**config.mk**
```make
export PLATFORM = sky130hd
export DESIGN_NAME = lld_fifo
export DESIGN_NICKNAME = d
export VERILOG_FILES = /design/src/hdl/lld_pkg.sv /design/src/hdl/lld_fifo.sv
export SDC_FILE = /design/constraint.sdc
export NUM_CORES = 1
export LEC_CHECK = 0
export ABC_AREA = 1
export ABC_CLOCK_PERIOD_IN_PS = 21900
export BUFFER_PORTS_ARGS = -buffer_cell sky130_fd_sc_hd__buf_2
export CAP_MARGIN = 25
export CORE_AREA = 2 2 251 253
export CTS_CLUSTER_SIZE = 8
export DETAILED_ROUTE_END_ITERATION = 12
export DIE_AREA = 0 0 253 255
export PLACE_DENSITY = 0.67
export SYNTH_ARGS = -nofsm -noshare
export SYNTH_HDL_FRONTEND = slang
export SYNTH_SLANG_ARGS = --single-unit
```
**constraint.sdc**
```tcl
create_clock -name clock -period 21.9 [get_ports clock]
set_clock_uncertainty 0.1 [all_clocks]
set_input_delay 2.19 -clock clock [delete_from_list [all_inputs] [get_ports clock]]
set_output_delay 2.19 -clock clock [all_outputs]
set_load 0.05 [all_outputs]
```
**src/hdl/lld_pkg.sv**
```systemverilog
// ----------------------------------------------------------------------------
// lld_pkg: shared types and constants for the 3D line-line distance engine
// Field widths of the request, the job handed from front to back, and the
// register map of the control port.
// ----------------------------------------------------------------------------
package lld_pkg;

   localparam int COORD_W  = 32;   // input coordinate width
   localparam int THR_W    = 48;   // parallel threshold register width
   localparam int DIST_W   = 34;   // distance result width
   localparam int MAG_W    = 64;   // magnitude of n_i, c_i (|n_i| < 2^63, |c_i| < 2^64)
   localparam int WMAG_W   = 33;   // magnitude of w_i
   localparam int EMAG_W   = 97;   // magnitude of w.n (< 3 * 2^95)
   localparam int CNUM_W   = 130;  // |w x db|^2
   localparam int DEN_W    = 128;  // |n|^2 or |db|^2
   localparam int NUM_W    = 2 * EMAG_W;
   localparam int Q_W      = DEN_W + DIST_W;
   localparam int T_W      = Q_W + DIST_W + 1;

   localparam int CSR_DW   = 64;
   localparam int CSR_AW   = 4;
   localparam logic CSR_IDX_THR = 1'b0;  // register index, taken from paddr[CSR_AW-1]

   localparam int FIFO_DEPTH = 2;
   localparam int PTR_W      = $clog2(FIFO_DEPTH);
   localparam int CNT_W      = $clog2(FIFO_DEPTH + 1);

   typedef struct packed {
      logic signed [COORD_W-1:0] pa_x;
      logic signed [COORD_W-1:0] pa_y;
      logic signed [COORD_W-1:0] pa_z;
      logic signed [COORD_W-1:0] da_x;
      logic signed [COORD_W-1:0] da_y;
      logic signed [COORD_W-1:0] da_z;
      logic signed [COORD_W-1:0] pb_x;
      logic signed [COORD_W-1:0] pb_y;
      logic signed [COORD_W-1:0] pb_z;
      logic signed [COORD_W-1:0] db_x;
      logic signed [COORD_W-1:0] db_y;
      logic signed [COORD_W-1:0] db_z;
   } lld_req_type;

   // distance = floor(sqrt(num / den)), saturated to DIST_W bits
   typedef struct packed {
      logic [NUM_W-1:0] num;
      logic [DEN_W-1:0] den;
      logic             is_parallel;
      logic             degenerate;
   } lld_job_type;

endpackage

```
**src/hdl/lld_fifo.sv**
```systemverilog
// ----------------------------------------------------------------------------
// lld_fifo: short job queue between front end and root unit
// ----------------------------------------------------------------------------
module lld_fifo (
   input  logic                  clock,
   input  logic                  reset,
   input  logic                  push,
   input  lld_pkg::lld_job_type  wdata,
   input  logic                  pop,
   output logic                  full,
   output logic                  valid,
   output lld_pkg::lld_job_type  rdata
);
   import lld_pkg::*;

   lld_job_type      mem_ff [FIFO_DEPTH];
   logic [PTR_W-1:0] wr_ptr_ff;
   logic [PTR_W-1:0] rd_ptr_ff;
   logic [CNT_W-1:0] cnt_ff;
   logic             do_push;
   logic             do_pop;

   assign full    = (cnt_ff == CNT_W'(FIFO_DEPTH));
   assign valid   = (cnt_ff != '0);
   assign do_push = push && !full;
   assign do_pop  = pop && valid;
   assign rdata   = mem_ff[rd_ptr_ff];

   always_ff @(posedge clock) begin
      if (reset) begin
         wr_ptr_ff <= '0;
         rd_ptr_ff <= '0;
         cnt_ff    <= '0;
      end else begin
         if (do_push) begin
            wr_ptr_ff <= PTR_W'(wr_ptr_ff + 1'b1);
         end
         if (do_pop) begin
            rd_ptr_ff <= PTR_W'(rd_ptr_ff + 1'b1);
         end
         if (do_push && !do_pop) begin
            cnt_ff <= cnt_ff + 1'b1;
         end else if (do_pop && !do_push) begin
            cnt_ff <= cnt_ff - 1'b1;
         end
      end
   end

   always_ff @(posedge clock) begin
      if (do_push) begin
         mem_ff[wr_ptr_ff] <= wdata;
      end
   end

endmodule

```
==> reports/results.tsv, run 1 <==
metric	value	unit
syn_nets	1374	
post-route clock period utilization	0.269	
Iteration-0 DRC Markers	645	
DR pass1 iterations	6	
VDD IR max	89.8	uV
Yosys cell types	13	
Avg WL per Cell	20.4	um
most frequent cells in the layout	buf_2, edfxtp_1, mux2_2	
pwr/cell area	136	nW/um2
WS Path Type	register to output port	
global route overflow	0	
Max clock buf depth	3	
GRT busiest layer	met2	
Hold Vio Cnt, Final	0	
core area	62200	um2
nets@finish	2101	
Vias	12400	
DRC viols	0	
outcome	finished, final reports clean	
synthesis warning total	0	
PortBufs	653	
MaxCap Viol Count	0	
worst skew pair latency	610	ps
minimum clock period	5890	ps
post-cts hold buffer count	0	
Die Area	64500	um2
max_slew headroom	0.289	
global-route wire length before repair	74.9	mm
Final setup viols	0	
number of global-route vias before repair	13000	
total power draw	4.14	mW
Crit. End Element	output port	
worst hold-check slack	424	ps
clock root buffer master	clkbuf_16	
final wirelength	52.7	mm
Final Max Tran Viols	0	
filler instances	5124	
setup TNS	0	ps
Cell Area, Synth	23700	um2
Lkg Pwr	11.3	nW
RSZ-0062 raised after global routing	no	
GRT Resource Usage Total	0.155	
vias per inst	4.77	
Worst-path clk slew	50	ps
Final Util	0.489	
met3 Use GR	0.0558	
initial antenna violation count	13	
grt met1 use	0.167	
Critical Path AT	3600	ps
post-synthesis register bit count	653	
die span in x	253	um
most common cell after layout, fill and taps aside	buf_2	
CTS H-tree lvls	3	
post-CTS sizing	0	
CTS tree	done	
HPWL after DPL	35.5	mm
Num CTS Buffers	92	
M2 GR Usage	0.270	
Avg Cell Area, Syn	22.7	um2
Starting Density	0.382	
post-route ant nets	0	
Worst-Margin Slew	1070	ps
gpl congestion	0.797	
post-synthesis cell count	1045	
Max Fclk	170	MHz
postcts setup bufs	0	
critical path startpoint category	register	
largest net degree at the start of global routing	169	
register area share after synthesis	0.825	
crit path max fanout	75	
area delta synth->final	28.1	%
I/O pins	654	
layout cells sized above 1	0.614	
row count	92	
critical path data required time	19610	ps
clock sinks	653	
Die Y	255	um
min-delay worst type	register to register	
final timing paths:
kind | start | to | slack [ps] | cells after the start
setup reg to reg | cnt_ff[1] | mem_ff[0][124] | 17710 | 9
hold reg to reg | rd_ptr_ff | rd_ptr_ff | 420 | 2
setup / recovery | register | rdata[257] | 16010 | 5
hold / removal | rd_ptr_ff | rd_ptr_ff | 420 | 2
flip-flops by register name, indices dropped and copies added, names as in the netlist, named ones only:
register	flops
cnt_ff	2
mem_ff	648
rd_ptr_ff	1
wr_ptr_ff	1
cells in the mapped netlist (all sizes together):
| cell | number | share of area |
|---|---|---|
| nand4 | 1 | 0.00026 |
| inv | 8 | 0.0013 |
| edfxtp | 648 | 0.82 |
| nand3 | 2 | 0.00042 |
| mux2 | 324 | 0.15 |
| dfxtp | 5 | 0.0042 |
| nand2 | 7 | 0.0011 |
| buf | 36 | 0.016 |
| a21oi | 2 | 0.00042 |
| ha | 1 | 0.00053 |
| o21ai | 3 | 0.00063 |
| nor2 | 8 | 0.0013 |
where the power goes:
| part | switching, mW | total, mW | internal, mW |
|---|---|---|---|
| logic | 0.941 | 1.27 | 0.329 |
| clock network | 0.482 | 1.24 | 0.756 |
| registers | 0.0427 | 1.63 | 1.58 |
| total | 1.47 | 4.14 | 2.67 |
cell families after synthesis:
logic type,Yosys count,synth area share
flip-flops,653,0.825
multiplexers,324,0.154
buffers and inverters,44,0.0168
AND/OR/NAND/NOR,18,0.00306
AO/OA/AOI/OAI,5,0.00106
adder cells (fa/ha/maj),1,0.000528
cell type report:
class	instances	area, um2	share of cell area
well taps	799	1000	0.0329
diodes	7	17.5	0.000577
clock buffers	99	2330	0.0766
clock inverters	8	159	0.00523
repair buffers	669	3510	0.116
flip-flops and latches	653	19600	0.644
multi-input cells	348	3770	0.124
inverters	8	30.0	0.000988
worst max-delay path, stage by stage (launching register included):
cell and delay (ps):
dfxtp_4 780, buf_4 860, buf_4 300, buf_16 350, mux2_2 400, buf_2 220
routing by layer:
layer,up-vias,wire (um)
li1,5599,-
met1,6125,18700
met2,495,27700
met3,122,4490
met4,10,1830
met5,-,64
per-stage QoR:
step,cell area [um2],worst slack (ps),instances
2_1_floorplan,23700,5030,1045
4_1_cts,30200,15580,2579
3_3_place_gp,27700,15400,2472
3_5_place_dp,27700,15280,2472
6_report,30400,16010,2591
5_1_grt,30400,15780,2589
(Power assumes the default switching activity.)
==> run 2: changes to the inputs <==
--- a/config.mk
+++ b/config.mk
@@ -6,13 +6,13 @@
 export NUM_CORES = 1
 export LEC_CHECK = 0
 export ABC_AREA = 1
-export ABC_CLOCK_PERIOD_IN_PS = 21900
+export ABC_CLOCK_PERIOD_IN_PS = 5400
 export BUFFER_PORTS_ARGS = -buffer_cell sky130_fd_sc_hd__buf_2
 export CAP_MARGIN = 25
-export CORE_AREA = 2 2 251 253
+export CORE_AREA = 2 2 256 258
 export CTS_CLUSTER_SIZE = 8
 export DETAILED_ROUTE_END_ITERATION = 12
-export DIE_AREA = 0 0 253 255
+export DIE_AREA = 0 0 258 260
 export PLACE_DENSITY = 0.67
 export SYNTH_ARGS = -nofsm -noshare
 export SYNTH_HDL_FRONTEND = slang
==> constraint.sdc (replaced) <==
create_clock -name clock -period 5.4 [get_ports clock]
set_clock_uncertainty 0.1 [all_clocks]
set_input_delay 0.54 -clock clock [delete_from_list [all_inputs] [get_ports clock]]
set_output_delay 0.54 -clock clock [all_outputs]
set_load 0.05 [all_outputs]
==> run 2 against run 1 <==
  * Global-route usage up 1.2 points
  * Sequential power grew to 4.1 times the previous value
  * Die area up 4.0%
  * Clock-buffer cell count rose by 15
  * Critical path depth fell by 2
  * First-iteration DRC count is 27% higher
  * Combinational power grew to 4.2 times the previous value
  * Register-to-register slack worse by 15000 ps
  * Clock power rose to 4.2 times the previous value
  * Non-clock buffer count rose by 301
  * Flip-flop and latch count unchanged
  * Largest power group unchanged
==> reports/results.tsv, run 2 (same netlist as run 1, synthesis figures left out) <==
metric	value	unit
outcome	finished, final reports clean	
Max clock buf depth	3	
clock sinks	653	
r2r startpoint	cnt_ff[1]	
Crit. End Element	output port	
postcts setup bufs	0	
Final Max Tran Viols	0	
I/O pins	654	
minimum clock period	3380	ps
row count	93	
DR pass1 iterations	4	
post-route ant nets	0	
total power draw	17.1	mW
number of global-route vias before repair	15200	
core area	64100	um2
nets@finish	2402	
vias per inst	4.61	
R2R cell count	4	
critical path data required time	4760	ps
DRC viols	0	
post-CTS sizing	0	
Critical Path AT	2740	ps
HPWL after DPL	37.7	mm
RSZ-0062 raised after global routing	no	
most frequent cells in the layout	buf_2, edfxtp_1, mux2_2	
Hold Vio Cnt, Final	0	
Starting Density	0.370	
reg2reg end	mem_ff[0][260]	
crit-path max cell delay	850	ps
Final Util	0.523	
VDD IR max	337	uV
PortBufs	653	
clock root buffer master	clkbuf_16	
Hold EP	mem_ff[0][166]	
critical path startpoint category	register	
Avg WL per Cell	19.7	um
MaxCap Viol Count	0	
Final setup viols	0	
global route overflow	0	
post-cts hold buffer count	300	
final wirelength	58.3	mm
Top Registers	mem_ff (648), cnt_ff (2)	
min-delay worst type	input port to register	
max reg flops	648	
R2R Setup Slk	2910	ps
worst skew pair latency	610	ps
setup TNS	0	ps
Vias	13600	
global-route wire length before repair	85.7	mm
post-route cell area	33500	um2
Slowest-stage cell, CP	dfxtp_4	
Lkg Pwr	12.6	nW
crit path buf inv count	2	
WS Path Type	register to output port	
CTS tree	done	
die span in x	258	um
HP Start	wdata[166]	
layout cells sized above 1	0.524	
Die Y	260	um
non-filler instance count after layout	2959	
Worst-path clk slew	50	ps
crit path max fanout	105	
gpl congestion	0.824	
Iteration-0 DRC Markers	819	
largest register by flop count	mem_ff	
crit path cell chain	buf_12, mux2_2, buf_2	
most common cell after layout, fill and taps aside	buf_2	
dpl cell area	27900	um2
initial antenna violation count	7	
largest net degree at the start of global routing	156	
max_slew headroom	0.272	
Max Fclk	295	MHz
GRT Resource Usage Total	0.167	
WHS Path Cells	1	
area delta synth->final	41.3	%
post-route clock period utilization	0.627	
Die Area	67100	um2
CTS H-tree lvls	3	
Worst-Margin Slew	1090	ps
Num CTS Buffers	92	
pwr/cell area	511	nW/um2
placed insts	2534	
delay-heaviest family, CP	flip-flops	
-- run 2: routing by layer --
| metal | global-route usage | vias to the layer above | part of all wire |
|---|---|---|---|
| li1 | - | 6203 | - |
| met1 | 0.175 | 6713 | 0.35 |
| met2 | 0.303 | 574 | 0.53 |
| met3 | 0.0567 | 144 | 0.081 |
| met4 | 0.0711 | 4 | 0.034 |
| met5 | 0 | - | 0.00036 |
-- run 2: cell type report --
| type | count | area (um2) |
|---|---|---|
| well taps | 855 | 1070 |
| clock buffers | 114 | 2460 |
| inverters | 8 | 30.0 |
| diodes | 5 | 12.5 |
| clock inverters | 6 | 124 |
| repair buffers | 970 | 6470 |
| multi-input cells | 348 | 3780 |
| fillers | 5009 | 30600 |
| flip-flops and latches | 653 | 19600 |
-- run 2: per-stage QoR --
stage / setup slack, ps / hold WS [ps]
finish: 2020 / 41.7
global route: 1860 / 7.34
CTS: 1960 / 0.745
detailed placement: 2620 / 389
global placement: 2670 / 383
floorplan: -534 / 365
-- run 2: how the worst max path moves through the flow --
stage / slack (ps) / cells after the start / to
global placement: 2670 / 3 / rdata[52]
detailed placement: 2620 / 3 / rdata[64]
floorplan: -530 / 2 / mem_ff[0][0]
finish: 2020 / 3 / rdata[60]
global route: 1860 / 3 / rdata[60]
CTS: 1960 / 3 / rdata[100]
-- run 2: where the power goes --
group	leakage [nW]	internal (mW)	total, mW	switching, mW
combinational	5.21	1.46	5.30	3.85
clock	1.26	3.20	5.17	1.97
sequential	6.09	6.43	6.64	0.213
total	12.6	11.1	17.1	6.03
==> run 3: changes to the inputs <==
--- a/config.mk
+++ b/config.mk
@@ -6,7 +6,7 @@
 export NUM_CORES = 1
 export LEC_CHECK = 0
 export ABC_AREA = 1
-export ABC_CLOCK_PERIOD_IN_PS = 5400
+export ABC_CLOCK_PERIOD_IN_PS = 3000
 export BUFFER_PORTS_ARGS = -buffer_cell sky130_fd_sc_hd__buf_2
 export CAP_MARGIN = 25
 export CORE_AREA = 2 2 256 258
==> constraint.sdc (replaced) <==
create_clock -name clock -period 3 [get_ports clock]
set_clock_uncertainty 0.1 [all_clocks]
set_input_delay 0.3 -clock clock [delete_from_list [all_inputs] [get_ports clock]]
set_output_delay 0.3 -clock clock [all_outputs]
set_load 0.05 [all_outputs]
==> run 3 against run 2 <==
  * Clock power rose by 77%
  * Wire length rose by 1.8%
  * Flip-flop and latch count did not move
  * Design area rose by 1.5%
  * Setup slack got worse by 1800 ps
  * Clock-buffer cell count fell by 9
  * Total power rose by 81%
  * Sequential power rose by 79%
  * First-iteration DRC count rose by 9.0%
  * Via count rose by 3.1%
  * Global-route usage rose by 0.35 points
  * Highest routed layer unchanged
==> reports/results.tsv, run 3 (same netlist as run 1, synthesis figures left out) <==
metric	value	unit
pwr/cell area	909	nW/um2
Crit. End Element	output port	
Avg WL per Cell	19.8	um
Worst Setup Slack, final	240	ps
max_slew headroom	0.569	
RSZ-0062 raised after global routing	no	
largest register by flop count	mem_ff	
largest net degree at the start of global routing	99	
HP Start	wdata[247]	
vias per inst	4.69	
VDD IR max	849	uV
clock root buffer master	clkbuf_16	
Lkg Pwr	12.8	nW
global-route wire length before repair	87.4	mm
post-route clock period utilization	0.920	
post-CTS sizing	0	
Iteration-0 DRC Markers	893	
R2R Setup Slk	1110	ps
layout cells sized above 1	0.524	
critical path data required time	2600	ps
HPWL after DPL	39.1	mm
final wirelength	59.4	mm
DRC viols	0	
nets@finish	2453	
Max clock buf depth	3	
Slowest-stage cell, CP	dfxtp_4	
most frequent cells in the layout	buf_2, edfxtp_1, dlygate4sd3_1	
Critical Path AT	2360	ps
post-route cell area	34000	um2
row count	93	
initial antenna violation count	6	
worst skew pair latency	590	ps
MaxCap Viol Count	0	
CTS tree	done	
Die Area	67100	um2
max reg flops	648	
CTS H-tree lvls	3	
Num CTS Buffers	92	
Final setup viols	0	
Final Max Tran Viols	0	
global route overflow	0	
clock sinks	653	
outcome	finished, final reports clean	
area delta synth->final	43.4	%
I/O pins	654	
min-delay worst type	input port to register	
post-cts hold buffer count	327	
Hold Vio Cnt, Final	0	
dpl cell area	28200	um2
gpl congestion	0.835	
die span in x	258	um
DR pass1 iterations	5	
crit path buf inv count	3	
Final Util	0.531	
crit path max fanout	40	
setup TNS	0	ps
delay-heaviest family, CP	buffers and inverters	
CP dominant cell by count	buf_12	
core area	64100	um2
minimum clock period	2760	ps
Worst-Margin Slew	647	ps
crit path cell chain	buf_12, buf_12, mux2_2, buf_2	
Max Fclk	362	MHz
reg2reg end	mem_ff[0][178]	
R2R cell count	5	
Worst-path clk slew	50	ps
PortBufs	653	
r2r startpoint	cnt_ff[1]	
crit-path max cell delay	610	ps
postcts setup bufs	0	
Starting Density	0.370	
post-route ant nets	0	
Vias	14100	
GRT Resource Usage Total	0.170	
WP depth	4	
number of global-route vias before repair	15400	
WHS Path Cells	2	
Top Registers	mem_ff (648), cnt_ff (2)	
most common cell after layout, fill and taps aside	buf_2	
Die Y	260	um
Hold EP	mem_ff[0][247]	
critical path startpoint category	register	
worst slack, placed	853	ps
WS Path Type	register to output port	
run 3: cell count changes in the layout (fill, tap and decap cells not counted), moves of 3 or more:
cell           delta
dlygate4sd3_1    +27
buf_4            +16
buf_12            +8
clkbuf_1          -5
clkbuf_16         -3
clkinv_16         +3
diode_2           -3
inv_16            -3
inv_6             +3
run 3: worst max path at each step:
stage / startpoint / to / slack (ps)
detailed placement: register / rdata[280] / 850
CTS: register / rdata[280] / 160
global placement: register / rdata[60] / 910
floorplan: cnt_ff[1] / mem_ff[0][0] / -2780
finish: register / rdata[54] / 240
global route: register / rdata[54] / 100
run 3: layout make-up:
| class | instances | area (um2) |
|---|---|---|
| timing repair buffer | 1021 | 7020 |
| sequential | 653 | 19600 |
| clock inverter | 10 | 184 |
| inverter | 8 | 30.0 |
| tap | 855 | 1070 |
| antenna | 2 | 5.00 |
| fill | 4948 | 30100 |
| multi-input combinational | 348 | 3780 |
| clock buffer | 105 | 2350 |
run 3: power by group:
group / internal [mW] / switching, mW
Combinational: 2.82 / 7.06
Sequential: 11.6 / 0.338
Clock: 5.56 / 3.57
run 3: worst register-to-register path, delay by kind of cell, from the launching register on:
family,cells,cell delay (ps)
DFF,1,320
and+or+nand+nor,1,150
AOI/OAI and AO/OA,1,90
buffers and inverters,3,750
run 3: routing by layer:
metal,track usage,vias to the layer above,part of all wire
met5,0,-,0.00045
met4,0.0785,4,0.041
met3,0.0546,165,0.080
met2,0.304,643,0.52
met1,0.183,6942,0.36
li1,-,6311,-
run 3: through the flow:
stage,instances,power [mW],hold slack [ps]
detailed placement,2558,21.6,391
global route,3000,32.0,268
CTS,3000,31.1,251
floorplan,1045,19.4,299
finish,3002,30.9,303
global placement,2558,21.4,383
